`src/apu_frame_sequencer_and_mixer_assert.svh`:
```
// Assertion macros shared by the sound control block.
// Included by the frame sequencer and the top level; no other dependencies.
`ifndef APU_FRAME_SEQUENCER_AND_MIXER_ASSERT_SVH
`define APU_FRAME_SEQUENCER_AND_MIXER_ASSERT_SVH

`ifndef NO_ASSERTIONS
// Check a property on the rising clock edge, ignored while reset is high.
`define AFSM_ASSERT(label, clk, rst, prop) \
   label: assert property (@(posedge clk) disable iff (rst) prop) \
      else $error("sound control assertion failed");
// Check a property on every rising clock edge, reset included.
`define AFSM_ASSERT_ALWAYS(label, clk, prop) \
   label: assert property (@(posedge clk) prop) \
      else $error("sound control assertion failed");
`else
`define AFSM_ASSERT(label, clk, rst, prop)
`define AFSM_ASSERT_ALWAYS(label, clk, prop)
`endif

`endif

```
`src/afsm_pkg.sv`:
```
// Types and codes for the sound control block.
// No dependencies; imported by every module of the block.
`timescale 1ns / 1ps

package afsm_pkg;

   // Item actions
   typedef enum logic [1:0] {
      ACT_TICK   = 2'd0,
      ACT_SAMPLE = 2'd1,
      ACT_READ   = 2'd2,
      ACT_WRITE  = 2'd3
   } action_type;

   // Bus register addresses
   typedef enum logic [1:0] {
      BUS_VOLUME  = 2'd0,
      BUS_ROUTING = 2'd1,
      BUS_MASTER  = 2'd2,
      BUS_UNUSED  = 2'd3
   } bus_addr_type;

   // Configuration register index (bit 2 of paddr selects the index)
   localparam logic CSR_GLOBAL_SHIFT = 1'b0;

   // Largest right shift applied to the mixed sum
   localparam logic [1:0] MIX_MAX_SHIFT = 2'd3;

   // Sequencer step with the envelope strobe
   localparam logic [2:0] STEP_ENVELOPE = 3'd7;

   // Channel levels, index 0 square one to index 3 noise
   typedef logic [3:0][3:0] level_array_type;

   // Frame sequencer strobes for the current tick
   typedef struct packed {
      logic length;
      logic sweep;
      logic envelope;
   } strobe_type;

endpackage

```
`src/afsm_frame_seq.sv`:
```
// Frame sequencer: prescaler and eight-step sequence with its strobes.
// Depends on afsm_pkg and the assertion macro header.
`timescale 1ns / 1ps
`include "apu_frame_sequencer_and_mixer_assert.svh"

module afsm_frame_seq
   import afsm_pkg::*;
#(
   parameter int PRESCALE_BITS = 8
) (
   input  logic       clock,
   input  logic       reset,
   input  logic       advance,
   output strobe_type strobe
);

   logic [PRESCALE_BITS-1:0] prescaler_ff, prescaler_in;
   logic [2:0]               step_ff, step_in;
   logic                     fire;

   // Decode strobes for the current step when the prescaler reads zero
   always_comb begin
      fire            = (prescaler_ff == '0);
      strobe.length   = fire && !step_ff[0];
      strobe.sweep    = fire && (step_ff[1:0] == 2'b10);
      strobe.envelope = fire && (step_ff == STEP_ENVELOPE);
   end

   // Advance prescaler on every tick, step only when the prescaler wraps through zero
   always_comb begin
      prescaler_in = prescaler_ff;
      step_in      = step_ff;
      if (advance) begin
         prescaler_in = prescaler_ff + PRESCALE_BITS'(1);
         if (fire) begin
            step_in = step_ff + 3'd1;
         end
      end
   end

   always_ff @(posedge clock) begin
      if (reset) begin
         prescaler_ff <= '0;
         step_ff      <= '0;
      end else begin
         prescaler_ff <= prescaler_in;
         step_ff      <= step_in;
      end
   end

   `AFSM_ASSERT(a_sweep_with_length, clock, reset, strobe.sweep |-> strobe.length)
   `AFSM_ASSERT(a_length_not_envelope, clock, reset, strobe.length |-> !strobe.envelope)
   `AFSM_ASSERT(a_step_advance, clock, reset, (advance && fire) |=> (step_ff == $past(step_ff) + 3'd1))

endmodule

```
`src/afsm_mixer.sv`:
```
// Mixer for one side: routed level sum, volume scale and global shift.
// Depends on afsm_pkg.
`timescale 1ns / 1ps

module afsm_mixer
   import afsm_pkg::*;
(
   input  level_array_type levels,
   input  logic [3:0]      routing,
   input  logic [2:0]      volume,
   input  logic            master_on,
   input  logic [1:0]      global_shift,
   output logic [9:0]      sample
);

   logic [5:0] sum;
   logic [3:0] gain;
   logic [8:0] scaled;
   logic [9:0] doubled;
   logic [1:0] shift_amt;

   // Sum routed levels, scale by 1 + volume, double, then shift down; zero while master is off
   always_comb begin
      sum = 6'd0;
      for (int k = 0; k < 4; k++) begin
         if (routing[k]) begin
            sum = sum + {2'b00, levels[k]};
         end
      end
      gain      = {1'b0, volume} + 4'd1;
      scaled    = 9'({3'b000, sum} * {5'b00000, gain});
      doubled   = {scaled, 1'b0};
      shift_amt = MIX_MAX_SHIFT - global_shift;
      sample    = master_on ? (doubled >> shift_amt) : 10'd0;
   end

endmodule

```
`src/apu_frame_sequencer_and_mixer.sv`:
```
// Top level of the sound control block: input and result registers, bus registers, CSR port.
// Depends on afsm_pkg, afsm_frame_seq, afsm_mixer and the assertion macro header.
//
//   channel   ports            handshake           accepted when
//   input     req_*            req_valid/req_stall  req_valid && !req_stall
//   result    rsp_*            rsp_valid/rsp_stall  rsp_valid && !rsp_stall
//   config    psel..prdata     APB, pready = 1      psel && penable && pwrite
//
// One item per cycle sustained while rsp_stall is low; an accepted item passes through the input
// register and then the result register, which drives rsp_*.
// The result register frees the input register whenever it is empty or being taken.
// Reset is synchronous, active high; it clears valids, bus registers and the sequencer.
// A stalled result holds the input register, which then stalls req_*.
`timescale 1ns / 1ps
`include "apu_frame_sequencer_and_mixer_assert.svh"

module apu_frame_sequencer_and_mixer
   import afsm_pkg::*;
#(
   parameter int PRESCALE_BITS = 8
) (
   input  logic        clock,
   input  logic        reset,
   // input items
   input  logic        req_valid,
   output logic        req_stall,
   input  logic [1:0]  req_action,
   input  logic [1:0]  req_bus_address,
   input  logic [7:0]  req_write_data,
   input  logic [3:0]  req_square_one_level,
   input  logic [3:0]  req_square_two_level,
   input  logic [3:0]  req_wave_level,
   input  logic [3:0]  req_noise_level,
   input  logic [3:0]  req_channel_active,
   // result items
   output logic        rsp_valid,
   input  logic        rsp_stall,
   output logic [7:0]  rsp_read_data,
   output logic        rsp_length_strobe,
   output logic        rsp_sweep_strobe,
   output logic        rsp_envelope_strobe,
   output logic [3:0]  rsp_run_strobes,
   output logic [9:0]  rsp_left_sample,
   output logic [9:0]  rsp_right_sample,
   // configuration
   input  logic        psel,
   input  logic        penable,
   input  logic        pwrite,
   input  logic [2:0]  paddr,
   input  logic [31:0] pwdata,
   output logic [31:0] prdata,
   output logic        pready
);

   // Input register
   logic            in_valid_ff, in_valid_in;
   logic [1:0]      act_ff;
   logic [1:0]      addr_ff;
   logic [7:0]      wdata_ff;
   level_array_type levels_ff;
   logic [3:0]      active_ff;

   // Result register
   logic       out_valid_ff, out_valid_in;
   logic [7:0] read_data_ff, read_data_in;
   strobe_type strobe_ff, strobe_in;
   logic [3:0] run_ff, run_in;
   logic [9:0] left_ff, right_ff;

   // Bus and configuration registers
   logic [2:0] left_vol_ff, right_vol_ff;
   logic [3:0] left_route_ff, right_route_ff;
   logic       master_ff;
   logic [1:0] gshift_ff;

   logic       accept, take, out_free;
   action_type action;
   bus_addr_type bus_addr;
   strobe_type seq_strobe;
   logic [9:0] left_mix, right_mix;

   // Handshake: the input register moves on when the result register can take it
   assign out_free  = !out_valid_ff || !rsp_stall;
   assign take      = in_valid_ff && out_free;
   assign req_stall = in_valid_ff && !out_free;
   assign accept    = req_valid && !req_stall;
   assign action    = action_type'(act_ff);
   assign bus_addr  = bus_addr_type'(addr_ff);

   always_comb begin
      in_valid_in = in_valid_ff;
      if (accept) begin
         in_valid_in = 1'b1;
      end else if (take) begin
         in_valid_in = 1'b0;
      end
      out_valid_in = out_valid_ff;
      if (take) begin
         out_valid_in = 1'b1;
      end else if (!rsp_stall) begin
         out_valid_in = 1'b0;
      end
   end

   always_ff @(posedge clock) begin
      if (reset) begin
         in_valid_ff  <= 1'b0;
         out_valid_ff <= 1'b0;
      end else begin
         in_valid_ff  <= in_valid_in;
         out_valid_ff <= out_valid_in;
      end
   end

   // Capture the item payload
   always_ff @(posedge clock) begin
      if (accept) begin
         act_ff       <= req_action;
         addr_ff      <= req_bus_address;
         wdata_ff     <= req_write_data;
         levels_ff[0] <= req_square_one_level;
         levels_ff[1] <= req_square_two_level;
         levels_ff[2] <= req_wave_level;
         levels_ff[3] <= req_noise_level;
         active_ff    <= req_channel_active;
      end
   end

   // Frame sequencer advances on each tick that reaches the result register
   afsm_frame_seq #(
      .PRESCALE_BITS (PRESCALE_BITS)
   ) u_frame_seq (
      .clock   (clock),
      .reset   (reset),
      .advance (take && (action == ACT_TICK)),
      .strobe  (seq_strobe)
   );

   afsm_mixer u_mix_left (
      .levels       (levels_ff),
      .routing      (left_route_ff),
      .volume       (left_vol_ff),
      .master_on    (master_ff),
      .global_shift (gshift_ff),
      .sample       (left_mix)
   );

   afsm_mixer u_mix_right (
      .levels       (levels_ff),
      .routing      (right_route_ff),
      .volume       (right_vol_ff),
      .master_on    (master_ff),
      .global_shift (gshift_ff),
      .sample       (right_mix)
   );

   // Decode bus reads, tick strobes and run strobes
   always_comb begin
      read_data_in = 8'd0;
      if (action == ACT_READ) begin
         case (bus_addr)
            BUS_VOLUME:  read_data_in = {1'b0, left_vol_ff, 1'b0, right_vol_ff};
            BUS_ROUTING: read_data_in = {left_route_ff, right_route_ff};
            BUS_MASTER:  read_data_in = {master_ff, 3'b000, active_ff};
            default:     read_data_in = 8'd0;
         endcase
      end
      strobe_in = '0;
      run_in    = 4'd0;
      if (action == ACT_TICK) begin
         strobe_in = seq_strobe;
         run_in    = active_ff;
      end
   end

   // Load the result register
   always_ff @(posedge clock) begin
      if (take) begin
         read_data_ff <= read_data_in;
         strobe_ff    <= strobe_in;
         run_ff       <= run_in;
         left_ff      <= (action == ACT_SAMPLE) ? left_mix : 10'd0;
         right_ff     <= (action == ACT_SAMPLE) ? right_mix : 10'd0;
      end
   end

   // Apply bus writes as the item passes
   always_ff @(posedge clock) begin
      if (reset) begin
         left_vol_ff    <= 3'd0;
         right_vol_ff   <= 3'd0;
         left_route_ff  <= 4'd0;
         right_route_ff <= 4'd0;
         master_ff      <= 1'b0;
      end else if (take && (action == ACT_WRITE)) begin
         case (bus_addr)
            BUS_VOLUME: begin
               right_vol_ff <= wdata_ff[2:0];
               left_vol_ff  <= wdata_ff[6:4];
            end
            BUS_ROUTING: begin
               right_route_ff <= wdata_ff[3:0];
               left_route_ff  <= wdata_ff[7:4];
            end
            BUS_MASTER: begin
               master_ff <= wdata_ff[7];
            end
            default: begin
               master_ff <= master_ff;
            end
         endcase
      end
   end

   // Configuration port: one register, global volume shift
   assign pready = 1'b1;

   always_ff @(posedge clock) begin
      if (reset) begin
         gshift_ff <= 2'd0;
      end else if (psel && penable && pwrite && pready && (paddr[2] == CSR_GLOBAL_SHIFT)) begin
         gshift_ff <= pwdata[1:0];
      end
   end

   assign prdata = (paddr[2] == CSR_GLOBAL_SHIFT) ? {30'd0, gshift_ff} : 32'd0;

   // Drive result ports
   assign rsp_valid           = out_valid_ff;
   assign rsp_read_data       = read_data_ff;
   assign rsp_length_strobe   = strobe_ff.length;
   assign rsp_sweep_strobe    = strobe_ff.sweep;
   assign rsp_envelope_strobe = strobe_ff.envelope;
   assign rsp_run_strobes     = run_ff;
   assign rsp_left_sample     = left_ff;
   assign rsp_right_sample    = right_ff;

   `AFSM_ASSERT(a_sample_needs_master, clock, reset, (rsp_valid && (rsp_left_sample != 10'd0)) |-> master_ff)
   `AFSM_ASSERT_ALWAYS(a_stall_means_full, clock, req_stall |-> (in_valid_ff && out_valid_ff))
   `AFSM_ASSERT(a_result_held, clock, reset, (rsp_valid && rsp_stall) |=> rsp_valid)

endmodule
```
`config.mk`:
```
export PLATFORM = sky130hd
export DESIGN_NAME = apu_frame_sequencer_and_mixer
export DESIGN_NICKNAME = d
export VERILOG_FILES = /design/src/afsm_pkg.sv /design/src/afsm_frame_seq.sv /design/src/afsm_mixer.sv /design/src/apu_frame_sequencer_and_mixer.sv
export VERILOG_INCLUDE_DIRS = /design/src /design/src/src
export SDC_FILE = /design/constraint.sdc
export NUM_CORES = 1
export LEC_CHECK = 0
export BUFFER_PORTS_ARGS = -buffer_cell sky130_fd_sc_hd__buf_2
export CAP_MARGIN = 5
export CELL_PAD_IN_SITES_DETAIL_PLACEMENT = 0
export CELL_PAD_IN_SITES_GLOBAL_PLACEMENT = 1
export CORE_MARGIN = 5
export CORE_UTILIZATION = 43
export DETAILED_ROUTE_END_ITERATION = 10
export PLACE_DENSITY = 0.9
export SETUP_SLACK_MARGIN = 0.2
export SYNTH_ARGS = -nofsm -noshare
export SYNTH_HDL_FRONTEND = slang
export SYNTH_SLANG_ARGS = --single-unit
```
`constraint.sdc`:
```
create_clock -name clock -period 7.2 [get_ports clock]
set_input_delay 0 -clock clock [delete_from_list [all_inputs] [get_ports clock]]
set_output_delay 0 -clock clock [all_outputs]
set_load 0.005 [all_outputs]
```
==> results.sh <==
export IMPL_maxSlewViolCount=0
export IMPL_route_vias_total=4657
export IMPL_multi_input_area_um2=3770
export IMPL_die_h_um=136
export IMPL_fin_util_pct=50.5
export IMPL_start_util_pct=43.3
export IMPL_htreeDepth=3
export IMPL_grt_pass1_wl_um=21900
export IMPL_die_area_um2=18400
export IMPL_routed_wl_um=13100
export IMPL_power_frac_comb_pct=7.6
export IMPL_dp_cells=947
export IMPL_port_buffers=80
export IMPL_grt_pass1_vias=4591
export IMPL_setup_viol=0
export IMPL_start_kind="register"
export IMPL_nets=927
export IMPL_area_growth_syn_to_layout_pct=16.5
export IMPL_cts_tree="done"
export IMPL_gr_total_overflow=0
export IMPL_tightest_slew_ns=1.06
export IMPL_synthesis_instances=673
export IMPL_gp_congestion=0.859
export IMPL_final_cells=999
export IMPL_cp_top_family="adder cells"
export IMPL_crit_path_max_fanout=7
export IMPL_p_per_area_nw_per_um2=152
export IMPL_fillers=1427
export IMPL_cts_root_buf="clkbuf_16"
export IMPL_seq_power_share_pct=52.6
export IMPL_drv_cap=0
export IMPL_grt_start_max_net_pins=40
export IMPL_clk_latency_ns=0.35
export IMPL_rows=46
export IMPL_outcome="finished clean"
export IMPL_final_area_um2=7930
export IMPL_die_w_um=136
export IMPL_post_cts_buffers=0
export IMPL_leakagePower_uw=0.00337
export IMPL_route_detailed_drc=0
export IMPL_rsz0062_at_grt="no"
export IMPL_min_path_type="in2reg"
export IMPL_yosys_warnings=0
export IMPL_fin_crit_sh_pct=90.8
export IMPL_p_clk_share_pct=39.8
export IMPL_period_needed_ns=6.54
export IMPL_clock_sinks=97
export IMPL_syn_area_per_cell_um2=10.1
export IMPL_switchingPower_uw=267
export IMPL_finalPower_uw=1210
export IMPL_dp_hpwl_um=10100
export IMPL_clk_pin_slew_worst_paths_ns=0.06
export IMPL_critical_path_most_common_cell="inv_1"
export IMPL_finClkSkew_ns=0.0107
export IMPL_synth_seq_cells=97
export IMPL_yosys_most_used_dff="edfxtp_1"
export IMPL_vias_per_cell=4.66
export IMPL_firstDrtPassIters=4
export IMPL_arrival_ns=6.62
export IMPL_avgRoutedWirePerCell_um=13.1
export IMPL_relSlewSlack_pct=29.1
export IMPL_tns_ns=0
export IMPL_slowest_delay_ns=0.52
export IMPL_swShare_pct=22.2
export IMPL_grt_use_total_pct=14.8
export IMPL_yosysSeqAreaShare_pct=38.4
export IMPL_worstPathRequired_ns=7.28
export IMPL_ant_nets=0
export IMPL_antenna_cells=0
export IMPL_async_reset_ff_share_pct=0
export IMPL_critPathKind="reg2reg"
export IMPL_synth_edff_count=67
export IMPL_end_kind="register"
export IMPL_drive_above_1_share_pct=16.6
export IMPL_seq_area_um2=2610
export IMPL_drt_iter0_drc=162
export IMPL_placed_area_um2=7270
export IMPL_finalHoldViolations=0
export IMPL_vdd_ir_drop_worst_v=0.000165
export IMPL_p_int_uw=938
export IMPL_fmax_mhz=153
export IMPL_syn_cell_area_um2=6810
export IMPL_antenna_found_initial=0
export IMPL_crit_path_top_delay_cell="fa_1"
export IMPL_crit_buf_inv=5
export IMPL_cts_buffers=9
export IMPL_io_pin_count=144
export IMPL_ys_types=55
export IMPL_clockBufferDepth=2
export IMPL_core_area_um2=15700
-- power by group through the flow --
stage | logic (uW) | registers (uW) | clock network [uW]
3_3_place_gp | 74.5 | 646 | 0
6_report | 91.3 | 634 | 480
4_1_cts | 91.4 | 634 | 493
5_1_grt | 103 | 636 | 520
3_5_place_dp | 76.0 | 646 | 0
2_1_floorplan | 58.9 | 641 | 0
-- path summary, 6_finish.rpt --
| check | startpoint | end | slack [ns] | cells past startpoint |
|---|---|---|---|---|
| worst min-delay path | penable | gshift_ff[0]$_SDFFE_PP0P_ | 0.07 | 4 |
| worst max register to register | right_route_ff[0]$_SDFFE_PP0P_ | rsp_right_sample[7]$_SDFFCE_PN0P_ | 0.66 | 28 |
| worst max-delay path | right_route_ff[0]$_SDFFE_PP0P_ | rsp_right_sample[7]$_SDFFCE_PN0P_ | 0.66 | 28 |
| worst min register to register | u_frame_seq.step_ff[2]$_SDFFE_PP0P_ | u_frame_seq.step_ff[2]$_SDFFE_PP0P_ | 0.51 | 2 |
-- cell usage in the layout, fill, tap and decap left out, types with 11 or more instances in the layout --
master         netlist  routed
nor2_1              87      87
buf_2                7      80
edfxtp_1            67      67
inv_1               53      53
ha_1                53      53
mux2i_1             40      40
dlygate4sd3_1        0      36
nand2_1             32      32
conb_1               2      31
dfxtp_1             30      30
a21oi_1             25      25
fa_1                22      22
xnor2_1             20      20
nor2b_1             17      16
and2_1              15      15
o21ai_0             13      13
xor2_1              13      13
a211oi_1            13      13
mux2_2              12      12
nand2b_1            12      12
and3_1              11      11
-- synthesized netlist by cell type, drive strengths merged (2+ instances only) --
master / n / area share, %
o21a: 5 / 0.55
a21oi: 30 / 2.6
ha: 53 / 9.7
or3: 5 / 0.46
and2: 15 / 1.4
maj3: 2 / 0.33
edfxtp: 67 / 30
a21o: 5 / 0.55
nand3b: 3 / 0.33
a211oi: 14 / 1.6
nor2b: 17 / 1.6
xor2: 13 / 1.7
nand2b: 12 / 1.1
conb: 2 / 0.11
mux2i: 40 / 5.9
and3: 11 / 1.0
nand4: 4 / 0.37
buf: 40 / 4.3
inv: 53 / 2.9
a311oi: 2 / 0.35
fa: 22 / 6.5
clkbuf: 13 / 0.75
a221o: 2 / 0.29
nand2: 32 / 1.8
or2: 6 / 0.55
a22oi: 3 / 0.33
xnor2: 22 / 3.1
o21ai: 25 / 1.9
nor2: 87 / 4.8
nand3: 8 / 0.66
dfxtp: 30 / 8.8
o22ai: 6 / 0.55
o21bai: 3 / 0.33
mux2: 12 / 2.0
-- metrics by stage --
| step | hold slack (ns) | setup slack (ns) |
|---|---|---|
| after detailed placement | 0.178 | 0.672 |
| after global placement | 0.177 | 0.752 |
| after CTS | 0.0545 | 0.647 |
| after floorplan | 0.0269 | 1.25 |
| after global routing | 0.0993 | 0.202 |
| final | 0.0740 | 0.664 |
-- worst register-to-register path: cells and delay by family, from the launching register on --
kind                     cells  cell delay [ns]
XOR/XNOR                     3             0.43
multiplexers                 2             0.58
adder cells (fa/ha/maj)      7             2.68
AND/OR/NAND/NOR              4             0.53
AO/OA/AOI/OAI                7             1.23
buffers and inverters        5             0.32
flip-flops                   1             0.47
-- routing by layer --
layer  wire (um)  part of all wire [%]  vias to the layer above  track usage [%]
li1            -                     -                     2459                -
met1        6130                    47                     2115             19.5
met2        6290                    48                       71             24.8
met3         493                   3.8                       12             2.63
met4         163                   1.2                        0             4.54
met5           0                     0                        -                0
-- kinds of logic after synthesis --
logic type	Yosys count	share of synthesized area (%)
and+or+nand+nor	206	14.8
adders and majority gates	77	16.5
AOI/OAI and AO/OA	98	9.61
buffers and inverters	106	7.94
DFF	97	38.4
other	2	0.110
muxes	52	7.87
xor gates and xnor gates	35	4.72
-- sequential cells by signal (all words and copies together), names as in the netlist, 4 cells and up --
register                  cells
rsp_run_strobes               4
right_route_ff                4
levels_ff                    16
rsp_right_sample             10
rsp_read_data                 8
rsp_left_sample              10
wdata_ff                      8
u_frame_seq.prescaler_ff      8
left_route_ff                 4
active_ff                     4
-- cell type report --
| class | count | area share [%] |
|---|---|---|
| inverters | 53 | 2.51 |
| repair buffers | 118 | 9.78 |
| clock buffers | 10 | 2.89 |
| well taps | 216 | 3.41 |
| multi-input cells | 499 | 47.6 |
| clock inverters | 6 | 0.899 |
| flip-flops and latches | 97 | 32.9 |
-- repair_timing --
item                      4_1_cts  5_1_grt
hold buffers                   36        0
gates resized for setup         0        0
hold endpoints to repair       36        0
Power figures use the tool's default switching activity.
